**config.mk**
```make
export PLATFORM = sky130hd
export DESIGN_NAME = jtag_tap_scan_master_unit
export DESIGN_NICKNAME = d
export VERILOG_FILES = /design/src/rtl/jtm_pkg.sv /design/src/rtl/jtag_tap_scan_master_unit.sv /design/src/rtl/jtm_sequencer.sv /design/src/rtl/jtm_datapath.sv
export SDC_FILE = /design/constraint.sdc
export NUM_CORES = 1
export LEC_CHECK = 0
export ABC_AREA = 1
export CAP_MARGIN = 20
export CORE_ASPECT_RATIO = 0.7
export CORE_MARGIN = 2
export CORE_UTILIZATION = 39
export DETAILED_ROUTE_END_ITERATION = 12
export DONT_BUFFER_PORTS = 1
export PLACE_DENSITY = 0.55
export SKIP_LAST_GASP = 1
export SLEW_MARGIN = 20
export SYNTH_ARGS = -nofsm -noshare
export SYNTH_HDL_FRONTEND = slang
export SYNTH_SLANG_ARGS = --single-unit
```
**constraint.sdc**
```tcl
create_clock -name clk -period 3.9 [get_ports clk]
set_input_delay 0.585 -clock clk [delete_from_list [all_inputs] [get_ports clk]]
set_output_delay 0.585 -clock clk [all_outputs]
set_load 0.01 [all_outputs]
```
**src/rtl/jtm_pkg.sv**
```systemverilog
package jtm_pkg;

  // Default sizes of the scan word and of the run-test pulse count.
  localparam int WORD_BITS_DEF     = 32;
  localparam int MAX_RUN_TICKS_DEF = 32;

  // Pulses with TMS high that walk the TAP into Test-Logic-Reset.
  localparam int RESET_HIGH_PULSES = 8;

  // Fixed widths of the item fields.
  localparam int FIELD_BITS  = 32;
  localparam int OP_W        = 2;
  localparam int COUNT_FLD_W = 6;

  // Command codes.
  localparam logic [OP_W-1:0] OP_RESET    = 2'd0;
  localparam logic [OP_W-1:0] OP_DR_SCAN  = 2'd1;
  localparam logic [OP_W-1:0] OP_IR_SCAN  = 2'd2;
  localparam logic [OP_W-1:0] OP_RUN_IDLE = 2'd3;

  // Microcode addresses.
  localparam int STEP_W = 4;
  localparam logic [STEP_W-1:0] STEP_RESET_HIGH  = 4'd0;
  localparam logic [STEP_W-1:0] STEP_RESET_IDLE  = 4'd1;
  localparam logic [STEP_W-1:0] STEP_IR_SELECT   = 4'd2;
  localparam logic [STEP_W-1:0] STEP_DR_SELECT   = 4'd3;
  localparam logic [STEP_W-1:0] STEP_CAPTURE     = 4'd4;
  localparam logic [STEP_W-1:0] STEP_SHIFT_ENTRY = 4'd5;
  localparam logic [STEP_W-1:0] STEP_SHIFT       = 4'd6;
  localparam logic [STEP_W-1:0] STEP_UPDATE      = 4'd7;
  localparam logic [STEP_W-1:0] STEP_IDLE        = 4'd8;
  localparam logic [STEP_W-1:0] STEP_RUN         = 4'd9;

  // One control word per microcode step.
  typedef struct packed {
    logic tms;          // TMS level of the pulse
    logic tms_at_end;   // TMS high on the final pass of a repeated step
    logic repeat_step;  // stay on this step until the pulse counter runs out
    logic shift;        // shift one data bit out and one captured bit in
    logic clear_held;   // force the data-out level low
    logic last;         // final pulse of the command
    logic last_at_end;  // final pulse when the pulse counter runs out
    logic show_cap;     // present the captured word on this pulse
    logic done;         // the program ends after this step
  } ctrl_word_t;

  // What the sequencer hands the datapath for one pulse.
  typedef struct packed {
    ctrl_word_t word;
    logic       count_end;
  } pulse_ctrl_t;

  function automatic ctrl_word_t ucode(input logic [STEP_W-1:0] step);
    ctrl_word_t w;
    w = '0;
    case (step)
      STEP_RESET_HIGH: begin
        w.tms         = 1'b1;
        w.repeat_step = 1'b1;
        w.clear_held  = 1'b1;
      end
      STEP_RESET_IDLE: begin
        w.last = 1'b1;
        w.done = 1'b1;
      end
      STEP_IR_SELECT: begin
        w.tms = 1'b1;
      end
      STEP_DR_SELECT: begin
        w.tms = 1'b1;
      end
      STEP_CAPTURE: begin
        w.tms = 1'b0;
      end
      STEP_SHIFT_ENTRY: begin
        w.tms = 1'b0;
      end
      STEP_SHIFT: begin
        w.tms_at_end  = 1'b1;
        w.repeat_step = 1'b1;
        w.shift       = 1'b1;
      end
      STEP_UPDATE: begin
        w.tms = 1'b1;
      end
      STEP_IDLE: begin
        w.last     = 1'b1;
        w.show_cap = 1'b1;
        w.done     = 1'b1;
      end
      STEP_RUN: begin
        w.repeat_step = 1'b1;
        w.last_at_end = 1'b1;
        w.done        = 1'b1;
      end
      default: begin
        w.last = 1'b1;
        w.done = 1'b1;
      end
    endcase
    return w;
  endfunction

  function automatic logic [STEP_W-1:0] entry_step(input logic [OP_W-1:0] op);
    logic [STEP_W-1:0] s;
    case (op)
      OP_RESET:    s = STEP_RESET_HIGH;
      OP_DR_SCAN:  s = STEP_DR_SELECT;
      OP_IR_SCAN:  s = STEP_IR_SELECT;
      OP_RUN_IDLE: s = STEP_RUN;
      default:     s = STEP_RESET_HIGH;
    endcase
    return s;
  endfunction

endpackage

```
**src/rtl/jtag_tap_scan_master_unit.sv**
```systemverilog
// Channel   Direction  Handshake            Item contents
// input     in         in_valid/in_stall    op, shift_data, bit_count, tick_count, target_bits
// output    out        out_valid/out_stall  tms_level, data_out_level, last_pulse, captured_word
//
// A command yields 9 TCK pulses for reset, 5 + n for a DR scan and 6 + n for an IR scan
// (n is bit_count, zero taken as 1 and capped at WORD_BITS), and tick_count capped at
// MAX_RUN_TICKS for run-test, where zero ends at once.
// The microcode sequencer issues one step per cycle. A stalled output holds it on its step,
// and the next command is taken once the last pulse of the previous one has been issued.
// Reset is synchronous and clears the sequencer, the output valid and the held data-out level.
module jtag_tap_scan_master_unit #(
  parameter int WORD_BITS     = jtm_pkg::WORD_BITS_DEF,
  parameter int MAX_RUN_TICKS = jtm_pkg::MAX_RUN_TICKS_DEF
) (
  input  logic                            clk,
  input  logic                            rst,
  input  logic                            in_valid,
  output logic                            in_stall,
  input  logic [jtm_pkg::OP_W-1:0]        op,
  input  logic [jtm_pkg::FIELD_BITS-1:0]  shift_data,
  input  logic [jtm_pkg::COUNT_FLD_W-1:0] bit_count,
  input  logic [jtm_pkg::COUNT_FLD_W-1:0] tick_count,
  input  logic [jtm_pkg::FIELD_BITS-1:0]  target_bits,
  output logic                            out_valid,
  input  logic                            out_stall,
  output logic                            tms_level,
  output logic                            data_out_level,
  output logic                            last_pulse,
  output logic [jtm_pkg::FIELD_BITS-1:0]  captured_word
);

  logic                 busy;
  logic                 start;
  logic                 fire;
  jtm_pkg::pulse_ctrl_t pulse;
  logic                 pulse_last;

  // The block is busy for the whole of one command.
  assign in_stall = busy;
  assign start    = in_valid && !busy;

  // A pulse is issued whenever the output register is free or being emptied.
  assign fire = busy && (!out_valid || !out_stall);

  assign pulse_last = pulse.word.last | (pulse.word.last_at_end & pulse.count_end);

  jtm_sequencer #(
    .WORD_BITS     (WORD_BITS),
    .MAX_RUN_TICKS (MAX_RUN_TICKS)
  ) u_seq (
    .clk        (clk),
    .rst        (rst),
    .start      (start),
    .op         (op),
    .bit_count  (bit_count),
    .tick_count (tick_count),
    .fire       (fire),
    .busy       (busy),
    .pulse      (pulse)
  );

  jtm_datapath #(
    .WORD_BITS (WORD_BITS)
  ) u_dp (
    .clk            (clk),
    .rst            (rst),
    .load           (start),
    .shift_data     (shift_data),
    .target_bits    (target_bits),
    .fire           (fire),
    .pulse          (pulse),
    .out_stall      (out_stall),
    .out_valid      (out_valid),
    .tms_level      (tms_level),
    .data_out_level (data_out_level),
    .last_pulse     (last_pulse),
    .captured_word  (captured_word)
  );

  // Issuing the final pulse of a command ends the program.
  a_last_ends: assert property (@(posedge clk) disable iff (rst)
    fire && pulse_last |=> !busy)
    else $error("sequencer still busy after the final pulse");

  // Any other pulse leaves the program running.
  a_more_follows: assert property (@(posedge clk) disable iff (rst)
    fire && !pulse_last |=> busy)
    else $error("sequencer stopped before the final pulse");

  // A captured word is only ever shown on the final pulse.
  a_cap_on_last: assert property (@(posedge clk) disable iff (rst)
    out_valid && (captured_word != '0) |-> last_pulse)
    else $error("captured word shown on a pulse that is not the last");

endmodule

```
**src/rtl/jtm_sequencer.sv**
```systemverilog
module jtm_sequencer #(
  parameter int WORD_BITS     = jtm_pkg::WORD_BITS_DEF,
  parameter int MAX_RUN_TICKS = jtm_pkg::MAX_RUN_TICKS_DEF
) (
  input  logic                           clk,
  input  logic                           rst,
  input  logic                           start,
  input  logic [jtm_pkg::OP_W-1:0]       op,
  input  logic [jtm_pkg::COUNT_FLD_W-1:0] bit_count,
  input  logic [jtm_pkg::COUNT_FLD_W-1:0] tick_count,
  input  logic                           fire,
  output logic                           busy,
  output jtm_pkg::pulse_ctrl_t           pulse
);

  localparam int MAX_A   = (WORD_BITS > MAX_RUN_TICKS) ? WORD_BITS : MAX_RUN_TICKS;
  localparam int CNT_MAX = (MAX_A > jtm_pkg::RESET_HIGH_PULSES) ? MAX_A
                                                              : jtm_pkg::RESET_HIGH_PULSES;
  localparam int CNT_W   = $clog2(CNT_MAX + 1);
  localparam int SAT_W   = (CNT_W > jtm_pkg::COUNT_FLD_W) ? CNT_W : jtm_pkg::COUNT_FLD_W;

  logic [jtm_pkg::STEP_W-1:0] step;
  logic [CNT_W-1:0]           cnt;
  logic [SAT_W-1:0]           scan_len;
  logic [SAT_W-1:0]           run_len;
  logic [SAT_W-1:0]           load_len;
  logic                       empty;
  jtm_pkg::ctrl_word_t        word;
  logic                       count_end;

  // Clamp the requested lengths to what the datapath supports.
  always_comb begin
    scan_len = SAT_W'(bit_count);
    if (scan_len == '0) begin
      scan_len = SAT_W'(1);
    end
    if (scan_len > SAT_W'(WORD_BITS)) begin
      scan_len = SAT_W'(WORD_BITS);
    end
    run_len = SAT_W'(tick_count);
    if (run_len > SAT_W'(MAX_RUN_TICKS)) begin
      run_len = SAT_W'(MAX_RUN_TICKS);
    end
    case (op)
      jtm_pkg::OP_RESET:    load_len = SAT_W'(jtm_pkg::RESET_HIGH_PULSES);
      jtm_pkg::OP_RUN_IDLE: load_len = run_len;
      default:              load_len = scan_len;
    endcase
    empty = (op == jtm_pkg::OP_RUN_IDLE) && (run_len == '0);
  end

  assign word            = jtm_pkg::ucode(step);
  assign count_end       = (cnt == CNT_W'(1));
  assign pulse.word      = word;
  assign pulse.count_end = count_end;

  always_ff @(posedge clk) begin
    if (rst) begin
      busy <= 1'b0;
      step <= jtm_pkg::STEP_RESET_HIGH;
      cnt  <= '0;
    end else if (start) begin
      // A run-test command with no pulses produces nothing at all.
      busy <= !empty;
      step <= jtm_pkg::entry_step(op);
      cnt  <= load_len[CNT_W-1:0];
    end else if (fire) begin
      if (word.repeat_step && !count_end) begin
        cnt <= cnt - CNT_W'(1);
      end else if (word.done) begin
        busy <= 1'b0;
      end else begin
        step <= step + jtm_pkg::STEP_W'(1);
      end
    end
  end

endmodule

```
**src/rtl/jtm_datapath.sv**
```systemverilog
module jtm_datapath #(
  parameter int WORD_BITS = jtm_pkg::WORD_BITS_DEF
) (
  input  logic                            clk,
  input  logic                            rst,
  input  logic                            load,
  input  logic [jtm_pkg::FIELD_BITS-1:0]  shift_data,
  input  logic [jtm_pkg::FIELD_BITS-1:0]  target_bits,
  input  logic                            fire,
  input  jtm_pkg::pulse_ctrl_t            pulse,
  input  logic                            out_stall,
  output logic                            out_valid,
  output logic                            tms_level,
  output logic                            data_out_level,
  output logic                            last_pulse,
  output logic [jtm_pkg::FIELD_BITS-1:0]  captured_word
);

  localparam int EXT_W = WORD_BITS + jtm_pkg::FIELD_BITS;

  logic [WORD_BITS-1:0]            sreg;
  logic [WORD_BITS-1:0]            cap;
  logic [jtm_pkg::FIELD_BITS-1:0]  tbits;
  logic                            held;
  logic                            held_next;
  logic [EXT_W-1:0]                data_ext;
  logic [EXT_W-1:0]                cap_ext;
  logic                            tms_next;
  logic                            last_next;

  assign data_ext = {{WORD_BITS{1'b0}}, shift_data};
  assign cap_ext  = {{jtm_pkg::FIELD_BITS{1'b0}}, cap};

  always_comb begin
    if (pulse.word.clear_held) begin
      held_next = 1'b0;
    end else if (pulse.word.shift) begin
      held_next = sreg[WORD_BITS-1];
    end else begin
      held_next = held;
    end
    tms_next  = pulse.word.tms | (pulse.word.tms_at_end & pulse.count_end);
    last_next = pulse.word.last | (pulse.word.last_at_end & pulse.count_end);
  end

  // Scan registers: the target's bits enter at the top of the captured word.
  always_ff @(posedge clk) begin
    if (load) begin
      sreg  <= data_ext[WORD_BITS-1:0];
      cap   <= '0;
      tbits <= target_bits;
    end else if (fire && pulse.word.shift) begin
      sreg  <= {sreg[WORD_BITS-2:0], 1'b0};
      cap   <= {tbits[0], cap[WORD_BITS-1:1]};
      tbits <= {1'b0, tbits[jtm_pkg::FIELD_BITS-1:1]};
    end
  end

  always_ff @(posedge clk) begin
    if (rst) begin
      held <= 1'b0;
    end else if (fire) begin
      held <= held_next;
    end
  end

  always_ff @(posedge clk) begin
    if (rst) begin
      out_valid <= 1'b0;
    end else if (fire) begin
      out_valid <= 1'b1;
    end else if (!out_stall) begin
      out_valid <= 1'b0;
    end
  end

  always_ff @(posedge clk) begin
    if (fire) begin
      tms_level      <= tms_next;
      data_out_level <= held_next;
      last_pulse     <= last_next;
      captured_word  <= pulse.word.show_cap ? cap_ext[jtm_pkg::FIELD_BITS-1:0] : '0;
    end
  end

endmodule

```
Yosys cells after proc, flatten, opt, wreduce, memory -nomap -nowiden
Cells that the tools add are included.
{"block": "totals", "register_bits": 144, "latch_bits": 0, "mem_bits_rw": 0, "mem_bits_ro": 0, "in_bits": 82, "out_inout_bits": 37, "word_cells": 92, "memories": 0}
{"block": "op_classes", "add_sub_neg": 2, "mul": 0, "div": 0, "n_lt_le_gt_ge": 2, "eq_ne": 15, "n_shift": 0, "n_mux": 31, "bitwise_logic": 4, "n_reduce_logical": 26}
{"operator": "32-bit two-way mux", "n": 4}
{"operator": "6-bit two-way mux", "n": 6}
{"operator": "4-bit by 3-bit == test with 1-bit output, second input constant", "n": 4}
{"operator": "4-bit two-way mux", "n": 4}
{"operator": "4-bit one-hot mux with 4 select lines", "n": 1}
{"operator": "1-bit two-way mux", "n": 15}
{"operator": "6-bit greater-than comparator, second input constant", "n": 2}
{"operator": "6-bit logical NOT", "n": 2}
{"operator": "6-bit one-hot mux with 2 select lines", "n": 1}
{"operator": "4-bit by 2-bit == test with 1-bit output, second input constant", "n": 2}
{"operator": "4-bit == test, second input constant", "n": 2}
{"operator": "2-bit nonzero test", "n": 4}
{"operator": "8-bit OR reduction", "n": 1}
{"operator": "7-bit OR reduction", "n": 1}
{"operator": "6-bit by 1-bit == test with 1-bit output, second input constant", "n": 1}
{"operator": "3-bit AND reduction", "n": 2}
{"operator": "6-bit by 1-bit subtractor with 6-bit output, second input constant", "n": 1}
{"operator": "1-bit logical AND", "n": 5}
{"operator": "1-bit logical NOT", "n": 5}
{"operator": "4-bit by 1-bit adder with 4-bit output, second input constant", "n": 1}
{"operator": "2-bit == test, second input constant", "n": 2}
{"operator": "4-bit logical NOT", "n": 1}
{"operator": "2-bit by 1-bit != test with 1-bit output, second input constant", "n": 2}
{"operator": "4-bit OR reduction", "n": 1}
{"operator": "other kinds (8)", "n": 10}

Longest topological paths before layout
Gate-level depths: netlist of the first run.
{"block": "depth", "word_depth": 7, "mapped_depth": 11}

By module
Synthesis of the first run repeated with hierarchy kept, for this count alone.
{"block": "hier_totals", "cells_unflattened": 714, "area_unflattened_um2": 6452.4}
{"mod": "jtm_datapath", "n_inst": 1, "cells_each": 528, "area_each_um2": 5295.1, "seq_area_each_um2": 3653.5}
{"mod": "jtm_sequencer", "n_inst": 1, "cells_each": 182, "area_each_um2": 1137.3, "seq_area_each_um2": 220.2}
{"mod": "jtag_tap_scan_master_unit", "n_inst": 1, "cells_each": 4, "area_each_um2": 20.0, "seq_area_each_um2": 0.0}

Least setup slack after synthesis of the first run
No wires, ideal clock.
{"block": "synth_path", "path_type": "input-to-reg", "from": "input in_valid", "to": "register u_dp.sreg[0] (enable)", "setup_time_ns": 0.424, "t_arrival_ns": 2.506, "setup_slack_ns": 0.970, "path_stages": 5, "path_buffers": 3, "cell_sequence": "nand2_1 buf_4 buf_4 buf_2 nand2_1"}
{"block": "synth_via", "elab_chain_len": 2}
{"item": "start, declared", "line_no": "jtag_tap_scan_master_unit.sv:17", "source": "input logic in_valid,"}
{"item": "1-bit logical AND", "line_no": "jtag_tap_scan_master_unit.sv:40", "source": "assign start = in_valid && !busy;"}
{"item": "2-bit nonzero test (no line)"}
{"item": "end signal, assigned", "line_no": "jtm_datapath.sv:49", "source": "sreg <= data_ext[WORD_BITS-1:0];"}
{"item": "end signal, assigned", "line_no": "jtm_datapath.sv:53", "source": "sreg <= {sreg[WORD_BITS-2:0], 1'b0};"}
{"item": "end, declared", "line_no": "jtm_datapath.sv:21", "source": "logic [WORD_BITS-1:0] sreg;"}
Every way passes these cells.
A chain may end at the register's enable or synchronous reset.

Final worst setup path of the first run
{"block": "layout_path", "from": "register u_seq.busy", "to": "register u_dp.tbits[14] (netlist bit) (enable)"}
{"block": "layout_via", "elab_chain_len": 3}
{"item": "start, declared", "line_no": "jtm_sequencer.sv:12", "source": "output logic busy,"}
{"item": "start signal, assigned", "line_no": "jtm_sequencer.sv:64", "source": "busy <= !empty;"}
{"item": "1-bit logical NOT or 1-bit logical AND (tied branches)", "line_no": "jtag_tap_scan_master_unit.sv:40, jtag_tap_scan_master_unit.sv:43"}
{"item": "1-bit logical AND (on tied branches)", "line_no": "jtag_tap_scan_master_unit.sv:40, jtm_datapath.sv:52"}
{"item": "2-bit nonzero test (no line) *"}
{"item": "end signal, assigned", "line_no": "jtm_datapath.sv:51", "source": "tbits <= target_bits;"}
{"item": "end signal, assigned", "line_no": "jtm_datapath.sv:55", "source": "tbits <= {1'b0, tbits[jtm_pkg::FIELD_BITS-1:1]};"}
{"item": "end, declared", "line_no": "jtm_datapath.sv:23", "source": "logic [jtm_pkg::FIELD_BITS-1:0] tbits;"}
Mark *: on every way between the ends. The rest lies on a longest branch, timed or not.

==> impl_metrics.py, run 1 <==
metrics = {
    "run_status": {
        "status": "complete, no violations",
    },
    "critical_path": {
        "startpoint": "u_seq.busy$_SDFFE_PP0P_",
        "timing.rr.start": "u_seq.busy$_SDFFE_PP0P_",
        "slowest_delay_ps": 580,
        "worstPathMaxFanout": 80,
        "crit_path_cell_trace": "inv_2 -> nand2_4 -> nand2_2 -> buf_12",
        "cp_num_cells": 4,
        "arrival_ps": 2540,
        "r2r_cells": 4,
        "worst_path_max_delay_cell": "nand2_2",
        "cp.required_ps": 4060,
        "critPathKind": "reg2reg",
        "cp.buffers_inverters": 2,
        "crit_family": "simple AND/OR/NAND/NOR gates",
        "cp-end-kind": "flip-flop",
        "cp-start-kind": "flip-flop",
    },
    "sta": {
        "setup_viol": 0,
        "min_period_over_period_pct": 61.11,
        "maxSlewHeadroom_pct": 43.39,
        "fmax_ghz": 0.4196,
        "hold_violations": 0,
        "rsz0062_at_grt": "false",
        "tightest_slew_ps": 847.9,
        "finClkSkew_ps": 11.43,
        "fin_crit_ps": 2383,
        "finalSetupTns_ps": 0,
        "final_max_slew_viol_count": 0,
    },
    "worst_hold_path": {
        "hold_path_class": "in2reg",
        "holdPathStages": 1,
        "hp-start": "rst",
    },
    "placement": {
        "hpwlAfterDp_um": 7988,
        "portBuffers": 0,
        "gp_congestion": 0.8806,
    },
    "synthesis": {
        "synth_top_area_share_pct": 47.67,
        "synth-edff-count": 99,
        "ys.flop_type": "edfxtp_1",
        "yosysWarnings": 0,
        "syn-cell-area_um2": 6236,
        "synth_most_common_cell": "nand2_1",
        "seq_area_frac_synth_pct": 62.12,
        "postSynthAreaPerCell_um2": 9.363,
        "async_flop_share_pct": 0,
        "yosysTopAreaCell": "edfxtp_1",
        "synthesis.nets": 758,
        "netlist_instances": 666,
        "ys_types": 31,
        "synthTopCellsByArea": "edfxtp_1 48%, dfxtp_1 14%, nand2_1 14%",
        "ys_ff_latch": 144,
        "synth_common_cells": "229 x nand2_1, 99 x edfxtp_1, 57 x nor2_1, 55 x inv_1, 45 x dfxtp_1",
    },
    "clock_tree": {
        "holdBufCountCts": 0,
        "cts.sink_count": 144,
        "tritoncts": "yes",
        "cts_setup_buffers": 0,
        "cts_resized": 0,
        "path_clk_slew_ps": 60,
        "cts-root-buf": "clkbuf_16",
        "cts_made_buffers": 17,
        "clockBufferDepth": 2,
        "insertion_delay_ps": 420,
        "cts_htree_levels": 4,
    },
    "drt": {
        "wl_per_cell_um": 13.88,
        "vias_per_cell": 4.874,
        "vias": 4245,
        "ant_nets": 0,
        "drc": 0,
        "drt_iter0_markers": 285,
        "wl_um": 12090,
        "dr.pass1.iters": 4,
    },
    "finish": {
        "diodes": 0,
        "drive_gt1_share_pct": 7.750,
        "area_growth_pct": 11.66,
        "finish.utilization_pct": 44.79,
        "fin_nets": 750,
    },
    "floorplan": {
        "dieArea_um2": 17030,
        "num_io_pins": 119,
        "fp.dieH_um": 109.8,
        "initial_core_util_pct": 40.11,
        "core_um2": 15550,
        "row_count": 38,
        "die_w_um": 155.1,
    },
    "global_route": {
        "grt_start_max_net_pins": 81,
        "grt_usage_pct": 15.18,
        "antenna_found_initial": 0,
        "grt_pass1_wl_um": 19910,
        "grt_pass1_vias": 4100,
        "overflow": 0,
    },
    "power": {
        "peakVddDrop_uv": 275.9,
        "leakagePower_nw": 2.764,
        "cellPowerDensity_nw_per_um2": 532.5,
    },
    "job": {
        "cap_violations": 0,
    },
}
==> layer usage <==
layer / up-vias / track usage, % / wire [µm]
li1: 2165 / - / -
met1: 1938 / 19.34 / 5795
met2: 115 / 22.44 / 5123
met3: 27 / 6.858 / 915
met4: 0 / 6.415 / 252
met5: - / 0 / 0
==> state kept, by name, summed over array words and instances, names as in the netlist <==
signal / count
u_dp.out_valid: 1
u_dp.tbits: 32
u_seq.step: 4
u_dp.held: 1
u_dp.last_pulse: 1
u_dp.data_out_level: 1
u_seq.cnt: 6
u_seq.busy: 1
u_dp.captured_word: 32
u_dp.sreg: 32
u_dp.cap: 32
u_dp.tms_level: 1
==> final cells by class <==
type                       instances  area (µm²)
fill                            1487        8584
clock inverter                     8       76.32
inverter                          61       229.0
tap                              200       250.2
sequential                       144        3874
timing repair buffer               4       42.54
clock buffer                      24       504.2
multi-input combinational        430        1987
==> placed cells by master (no fill, tap or decap), types with 2 or more instances in the layout <==
cell type / instances
a21oi_1: 44
buf_4: 3
clkbuf_1: 4
clkbuf_16: 19
clkinv_1: 2
clkinv_2: 2
clkinvlp_4: 2
dfxtp_1: 45
edfxtp_1: 99
ha_1: 10
inv_1: 54
inv_2: 6
nand2_1: 227
nand2_2: 3
nand2_4: 2
nand3_1: 19
nand3_2: 3
nand3_4: 3
nand4_1: 7
nor2_1: 57
nor3_1: 2
o21ai_0: 31
o21ai_1: 10
o31ai_1: 4
==> final timing paths <==
kind / endpoint / slack, ps
hold reg to reg: u_dp.held$_SDFFE_PP0P_ / 460
setup / recovery: u_dp.tbits[14]$_DFFE_PP_ / 1520
setup reg to reg: u_dp.tbits[14]$_DFFE_PP_ / 1520
hold / removal: u_seq.step[2]$_SDFFE_PP0P_ / 230
==> power by group <==
part,internal [W],leakage [nW],switching [W]
Clock,0.000970,0.279,0.000615
Combinational,0.0000961,1.16,0.000218
Sequential,0.00176,1.32,0.0000517
==> kinds of logic after synthesis <==
kind of cell,share of synthesized area [%]
simple gates,21.81
buf+inv,6.260
xor+xnor,0.1405
flops,62.12
compound gates,7.665
fa+ha+maj,2.006
==> stage by stage <==
stage | instances | instance area [µm²] | setup slack (ps) | hold WS, ps | total power (W)
6_report | 871 | 6963 | 1517 | 231.1 | 0.003708
5_1_grt | 871 | 6963 | 1280 | 208.2 | 0.003883
4_1_cts | 871 | 6963 | 1466 | 206.3 | 0.003759
3_5_place_dp | 839 | 6382 | 1444 | 455.1 | 0.002160
3_3_place_gp | 839 | 6377 | 1494 | 448.3 | 0.002145
2_1_floorplan | 666 | 6236 | 970.5 | 435.7 | 0.002087
Power figures use the tool's default switching activity.
==> run 2, diff against run 1 <==
--- a/config.mk
+++ b/config.mk
@@ -5,14 +5,14 @@
 export SDC_FILE = /design/constraint.sdc
 export NUM_CORES = 1
 export LEC_CHECK = 0
-export ABC_AREA = 1
+export ABC_AREA = 0
 export CAP_MARGIN = 20
 export CORE_ASPECT_RATIO = 0.7
 export CORE_MARGIN = 2
 export CORE_UTILIZATION = 39
 export DETAILED_ROUTE_END_ITERATION = 12
 export DONT_BUFFER_PORTS = 1
-export PLACE_DENSITY = 0.55
+export PLACE_DENSITY = 0.57
 export SKIP_LAST_GASP = 1
 export SLEW_MARGIN = 20
 export SYNTH_ARGS = -nofsm -noshare
==> constraint.sdc (replaced) <==
create_clock -name clk -period 1.91 [get_ports clk]
set_input_delay 0.2865 -clock clk [delete_from_list [all_inputs] [get_ports clk]]
set_output_delay 0.2865 -clock clk [all_outputs]
set_load 0.01 [all_outputs]
==> run 2 against run 1 <==
Against the previous run:
- sequential share of layout area decreased by 2.4 points
- via count up 1.8%
- sequential power rose by 110%
- maximum frequency up 32%
- first-iteration DRC count is 1.1% higher
- utilization rose by 2.0 points
- combinational power rose to 3.0 times the previous value
- wire length is 7.8% higher
- largest power group unchanged
- register-to-register slack worse by 1400 ps
- non-clock buffer count increased by 20
==> impl_metrics.py, run 2 <==
metrics = {
    "run_status": {
        "status": "complete, no violations",
    },
    "clock_tree": {
        "cts_made_buffers": 17,
        "cts.sink_count": 144,
        "clockBufferDepth": 2,
        "cts-root-buf": "clkbuf_16",
        "cts_htree_levels": 4,
        "path_clk_slew_ps": 60,
        "tritoncts": "yes",
        "insertion_delay_ps": 410,
    },
    "synthesis": {
        "synthesis.nets": 713,
        "seq_area_frac_synth_pct": 61.93,
        "postSynthAreaPerCell_um2": 10.07,
        "syn-cell-area_um2": 6255,
        "synth_top_area_share_pct": 47.53,
        "yosysWarnings": 0,
        "ys_types": 62,
        "yosysTopAreaCell": "edfxtp_1",
        "async_flop_share_pct": 0,
        "netlist_instances": 621,
        "ys_ff_latch": 144,
        "synth_common_cells": "254 x nand2_1, 99 x edfxtp_1, 45 x dfxtp_1, 40 x a21oi_1, 34 x and3_1",
        "synthTopCellsByArea": "edfxtp_1 48%, nand2_1 15%, dfxtp_1 14%",
        "ys.flop_type": "edfxtp_1",
        "synth-edff-count": 99,
        "synth_most_common_cell": "nand2_1",
    },
    "critical_path": {
        "worstPathMaxFanout": 8,
        "arrival_ps": 2120,
        "critPathKind": "reg2reg",
        "crit_path_cell_trace": "inv_1 -> ha_1 -> mux2i_4 -> o21ai_4 -> buf_4 -> a2111o_1 -> o311ai_1",
        "cp.required_ps": 2220,
        "crit_family": "compound AO/OA/AOI/OAI gates",
        "slowest_delay_ps": 380,
        "cp-end-kind": "flip-flop",
        "worst_path_max_delay_cell": "dfxtp_2",
        "r2r_cells": 7,
        "cp_num_cells": 7,
        "cp.buffers_inverters": 2,
        "cp-start-kind": "flip-flop",
    },
    "sta": {
        "worst_slack_ps": 101.2,
        "hold_violations": 0,
        "fmax_ghz": 0.5529,
        "tightest_slew_ps": 545.7,
        "maxSlewHeadroom_pct": 63.57,
        "final_max_slew_viol_count": 0,
        "setup_viol": 0,
        "finClkSkew_ps": 6.925,
        "rsz0062_at_grt": "false",
        "min_period_over_period_pct": 94.70,
        "fin_hold_ws_ps": 23.88,
        "fin_crit_ps": 1809,
    },
    "floorplan": {
        "row_count": 38,
        "dieArea_um2": 17080,
        "fp.dieH_um": 110.0,
        "core_um2": 15600,
        "num_io_pins": 119,
        "die_w_um": 155.4,
        "initial_core_util_pct": 40.11,
    },
    "drt": {
        "vias_per_cell": 5.151,
        "dr.pass1.iters": 5,
        "drt_iter0_markers": 288,
        "ant_nets": 0,
        "drc": 0,
        "wl_per_cell_um": 15.53,
        "wl_um": 13030,
        "vias": 4322,
    },
    "power": {
        "switching_power_w": 0.002063,
        "clock_power_share_pct": 41.9,
        "switching_share_pct": 25.49,
        "peakVddDrop_uv": 771.9,
        "p_int_w": 0.006031,
        "power_frac_comb_pct": 11.7,
        "cellPowerDensity_nw_per_um2": 1110,
        "seqPwrFrac_pct": 46.4,
        "leakagePower_nw": 2.918,
    },
    "global_route": {
        "grt_start_max_net_pins": 40,
        "grt_pass1_vias": 4184,
        "antenna_found_initial": 0,
        "grt_usage_pct": 15.78,
        "overflow": 0,
        "grt_pass1_wl_um": 20970,
    },
    "finish": {
        "final_cells": 839,
        "diodes": 0,
        "drive_gt1_share_pct": 11.74,
        "fin_nets": 718,
        "finish.utilization_pct": 46.75,
        "final_cell_area_um2": 7291,
        "final_common_cell": "nand2_1",
        "final_cell_mix": "253 x nand2_1, 99 x edfxtp_1, 42 x dfxtp_1",
        "area_growth_pct": 16.56,
    },
    "worst_hold_path": {
        "hold_path_class": "in2reg",
        "holdPathStages": 2,
    },
    "placement": {
        "portBuffers": 0,
        "placedCellCount": 804,
        "dp_slack_ps": -2.604,
        "hpwlAfterDp_um": 8712,
        "gp_congestion": 0.8587,
        "dpl_cell_area_um2": 6626,
    },
    "job": {
        "cap_violations": 0,
    },
}
run 2: cell count changes in the layout (fill, tap and decap cells not counted), moves of 7 or more:
cell and delta:
nor2_1 -50, inv_1 -44, and3_1 +34, o21ai_0 -29
nand2_1 +26, buf_4 +13, nand3_1 -11, o21ai_1 -10
nand4_1 -7
run 2: final cells by class:
class / count / area, µm²
Inverter: 11 / 53.80
Tap cell: 200 / 250.2
Timing Repair Buffer: 24 / 270.3
Clock inverter: 12 / 146.4
Clock buffer: 20 / 466.7
Multi-Input combinational cell: 428 / 2226
Fill cell: 1456 / 8304
Sequential cell: 144 / 3877
run 2: kinds of logic (layout without fill, tap and decap cells):
family | after synthesis | after routing | share of synthesized area (%)
AO/OA/AOI/OAI | 77 | 77 | 8.402
adder cells (fa/ha/maj) | 10 | 10 | 2.000
multiplexers | 2 | 2 | 0.3800
flip-flops | 144 | 144 | 61.93
AND/OR/NAND/NOR | 339 | 339 | 23.92
buffers and inverters | 49 | 67 | 3.361
run 2: timing repair:
| item | 4_1_cts | 5_1_grt |
|---|---|---|
| pin swaps | 0 | 0 |
| hold buffers | 1 | 0 |
| resized for setup | 1 | 5 |
| hold endpoints to repair | 6 | 0 |
| endpoints found under the setup margin | 1 | 58 |
| buffers inserted | 0 | 2 |
run 2: power groups by stage:
stage / clock [W] / combinational (W) / sequential (W)
4_1_cts: 0.00347 / 0.000922 / 0.00376
5_1_grt: 0.00360 / 0.00106 / 0.00378
2_1_floorplan: 0 / 0.000657 / 0.00379
3_3_place_gp: 0 / 0.000882 / 0.00381
3_5_place_dp: 0 / 0.000918 / 0.00382
6_report: 0.00339 / 0.000945 / 0.00376
run 2: routing by layer:
| layer | global-route usage (%) | share of wire (%) |
|---|---|---|
| met4 | 4.784 | 1.2 |
| met1 | 20.37 | 48 |
| met2 | 24.08 | 44 |
| met3 | 6.937 | 7.1 |
| met5 | 0 | 0 |
run 2: worst reg2reg max path, cell delays in order, from the launching register on:
cell and delay (ps):
dfxtp_2 380, inv_1 80, ha_1 260, mux2i_4 220, o21ai_4 110, buf_4 190, a2111o_1 360, o311ai_1 100
run 2: metrics by stage:
step,power [W],TNS [ps]
6_report,0.008093,0
5_1_grt,0.008438,0
4_1_cts,0.008144,0
3_5_place_dp,0.004738,-2.604
3_3_place_gp,0.004697,0
2_1_floorplan,0.004446,0
run 2: final timing paths:
kind | from | to | slack, ps
worst max-delay path | u_seq.step[0]$_SDFFE_PP0P_ | u_seq.cnt[1]$_SDFFE_PP0P_ | 100
worst min-delay path | out_stall | u_dp.out_valid$_SDFFE_PP0P_ | 20
worst max register to register | u_seq.step[0]$_SDFFE_PP0P_ | u_seq.cnt[1]$_SDFFE_PP0P_ | 100
worst min register to register | u_dp.cap[0]$_SDFFE_PP0P_ | u_dp.cap[0]$_SDFFE_PP0P_ | 460
==> run 3, diff against run 2 <==
--- a/config.mk
+++ b/config.mk
@@ -10,9 +10,9 @@
 export CORE_ASPECT_RATIO = 0.7
 export CORE_MARGIN = 2
 export CORE_UTILIZATION = 39
+export CTS_BUF_LIST = sky130_fd_sc_hd__clkbuf_8
 export DETAILED_ROUTE_END_ITERATION = 12
 export DONT_BUFFER_PORTS = 1
-export PLACE_DENSITY = 0.57
 export SKIP_LAST_GASP = 1
 export SLEW_MARGIN = 20
 export SYNTH_ARGS = -nofsm -noshare
==> run 3 against run 2 <==
Against the previous run:
- count of clock-buffer cells in the layout is 2 lower
- non-clock buffer count is 32 higher
- wire length is 2.0% higher
- setup slack worse by 52 ps
- largest cell class unchanged
- clock power is 25% lower
- clock skew is 13 ps higher
- final area is 1.1% higher
==> impl_metrics.py, run 3 (synthesized netlist as in run 2, its figures left out) <==
metrics = {
    "critical_path": {
        "critPathKind": "reg2reg",
        "cp-end-kind": "flip-flop",
        "arrival_ps": 2220,
        "cp-start-kind": "flip-flop",
        "cp.required_ps": 2270,
        "timing.rr.start": "u_seq.step[1]$_SDFFE_PP0P_",
        "r2r_cells": 7,
        "startpoint": "u_seq.step[1]$_SDFFE_PP0P_",
        "crit_path_cell_trace": "inv_1 -> ha_1 -> mux2i_2 -> o21ai_2 -> buf_4 -> a2111o_1 -> o311ai_1",
        "cp_num_cells": 7,
        "worstPathMaxFanout": 9,
        "cp-endpoint": "u_seq.cnt[1]$_SDFFE_PP0P_",
        "cp.buffers_inverters": 2,
        "r2r_slack_ps": 50,
        "slowest_delay_ps": 380,
        "worst_path_max_delay_cell": "dfxtp_1",
        "crit_family": "compound AO/OA/AOI/OAI gates",
        "r2r-end": "u_seq.cnt[1]$_SDFFE_PP0P_",
    },
    "clock_tree": {
        "cts-root-buf": "clkbuf_8",
        "cts.sink_count": 144,
        "insertion_delay_ps": 450,
        "tritoncts": "yes",
        "path_clk_slew_ps": 90,
        "clockBufferDepth": 2,
        "cts_htree_levels": 4,
        "cts_made_buffers": 17,
    },
    "floorplan": {
        "row_count": 38,
        "die_w_um": 155.4,
        "num_io_pins": 119,
        "dieArea_um2": 17080,
        "core_um2": 15600,
        "fp.dieH_um": 110.0,
        "initial_core_util_pct": 40.11,
    },
    "job": {
        "cap_violations": 0,
    },
    "finish": {
        "drive_gt1_share_pct": 10.28,
        "final_cell_mix": "253 x nand2_1, 99 x edfxtp_1, 44 x dfxtp_1",
        "final_cell_area_um2": 7368,
        "final_common_cell": "nand2_1",
        "fillers": 1485,
        "diodes": 0,
        "final_cells": 871,
        "fin_nets": 750,
        "area_growth_pct": 17.80,
    },
    "placement": {
        "portBuffers": 0,
        "gp_congestion": 0.8529,
        "dpl_cell_area_um2": 6601,
        "placedCellCount": 804,
        "hpwlAfterDp_um": 8776,
    },
    "sta": {
        "rsz0062_at_grt": "true",
        "fin_hold_ws_ps": 34.57,
        "tightest_slew_ps": 555.8,
        "finClkSkew_ps": 20.32,
        "finalSetupTns_ps": 0,
        "maxSlewHeadroom_pct": 62.86,
        "fin_crit_ps": 1861,
        "fmax_ghz": 0.5374,
        "final_max_slew_viol_count": 0,
        "hold_violations": 0,
        "setup_viol": 0,
        "min_period_over_period_pct": 97.42,
    },
    "drt": {
        "ant_nets": 0,
        "wl_per_cell_um": 15.26,
        "vias_per_cell": 5.125,
        "drc": 0,
        "dr.pass1.iters": 4,
        "drt_iter0_markers": 234,
        "vias": 4464,
        "wl_um": 13290,
    },
    "global_route": {
        "grt_start_max_net_pins": 45,
        "grt_pass1_vias": 4224,
        "grt_pass1_wl_um": 21310,
        "grt_usage_pct": 16.12,
        "overflow": 0,
        "antenna_found_initial": 0,
    },
    "power": {
        "peakVddDrop_uv": 464.7,
        "cellPowerDensity_nw_per_um2": 985.8,
        "leakagePower_nw": 2.960,
    },
    "run_status": {
        "status": "complete, no violations",
    },
    "worst_hold_path": {
        "hold_path_class": "in2reg",
    },
}
-- run 3: cell types whose count changed in the layout (fill, tap and decap cells not counted), moves of 3 or more --
cell | previous run | this run
clkinv_4 | 2 | 5
dlygate4sd3_1 | 1 | 34
clkbuf_16 | 17 | 0
clkbuf_8 | 3 | 18
-- run 3: what timing repair did --
action	4_1_cts	5_1_grt
setup endpoints to repair	0	8
hold endpoints to repair	40	0
resized for setup	0	1
buffers inserted	0	1
hold buffers	34	0
-- run 3: worst min-delay path by stage --
stage,from,to,cells after the start
final,shift_data[7],u_dp.sreg[7]$_DFFE_PP_,2
after global routing,target_bits[31],u_dp.tbits[31]$_SDFFCE_PN0P_,1
after CTS,shift_data[7],u_dp.sreg[7]$_DFFE_PP_,2
after detailed placement,rst,u_seq.cnt[3]$_SDFFE_PP0P_,1
after global placement,rst,u_seq.cnt[3]$_SDFFE_PP0P_,1
after floorplan,out_stall,u_dp.out_valid$_SDFFE_PP0P_,2
-- run 3: area by class of cell --
cell class / count / area [µm²] / share of cell area, %
Clock buffer: 18 / 247.7 / 3.362
Clock inverter: 14 / 166.4 / 2.258
Inverter: 11 / 53.80 / 0.7302
Multi-Input combinational cell: 428 / 2207 / 29.95
Sequential cell: 144 / 3875 / 52.59
Tap cell: 200 / 250.2 / 3.396
Timing Repair Buffer: 56 / 568.0 / 7.709
-- run 3: stage by stage --
stage               util (%)  total power [W]  worst slack [ps]
detailed placement     42.33         0.004725             52.65
CTS                    47.17         0.007325             12.30
global placement       42.33         0.004687             146.3
global route           47.25         0.007587            -21.73
finish                 47.25         0.007264             49.24
floorplan                  -         0.004446             54.14
-- run 3: per-layer routing --
layer  up-vias  global-route usage, %  part of all wire, %
li1       2221                      -                    -
met1      2110                  22.36                   49
met2       117                  23.77                   43
met3        16                  5.164                  6.5
met4         0                  5.767                  1.3
met5         -                      0                    0
-- run 3: where the power goes --
group	leakage, nW	switching, W	total (W)	internal, W
Clock	0.220	0.00121	0.00253	0.00133
Sequential	1.32	0.000131	0.00375	0.00361
Combinational	1.42	0.000608	0.000983	0.000376
-- run 3: worst reg2reg max path: cells and delay by family, from the launching register on --
kind | cells | cell delay, ps
AOI/OAI and AO/OA | 3 | 590
adders and majority gates | 1 | 250
buffers and inverters | 2 | 300
DFF | 1 | 380
muxes | 1 | 250
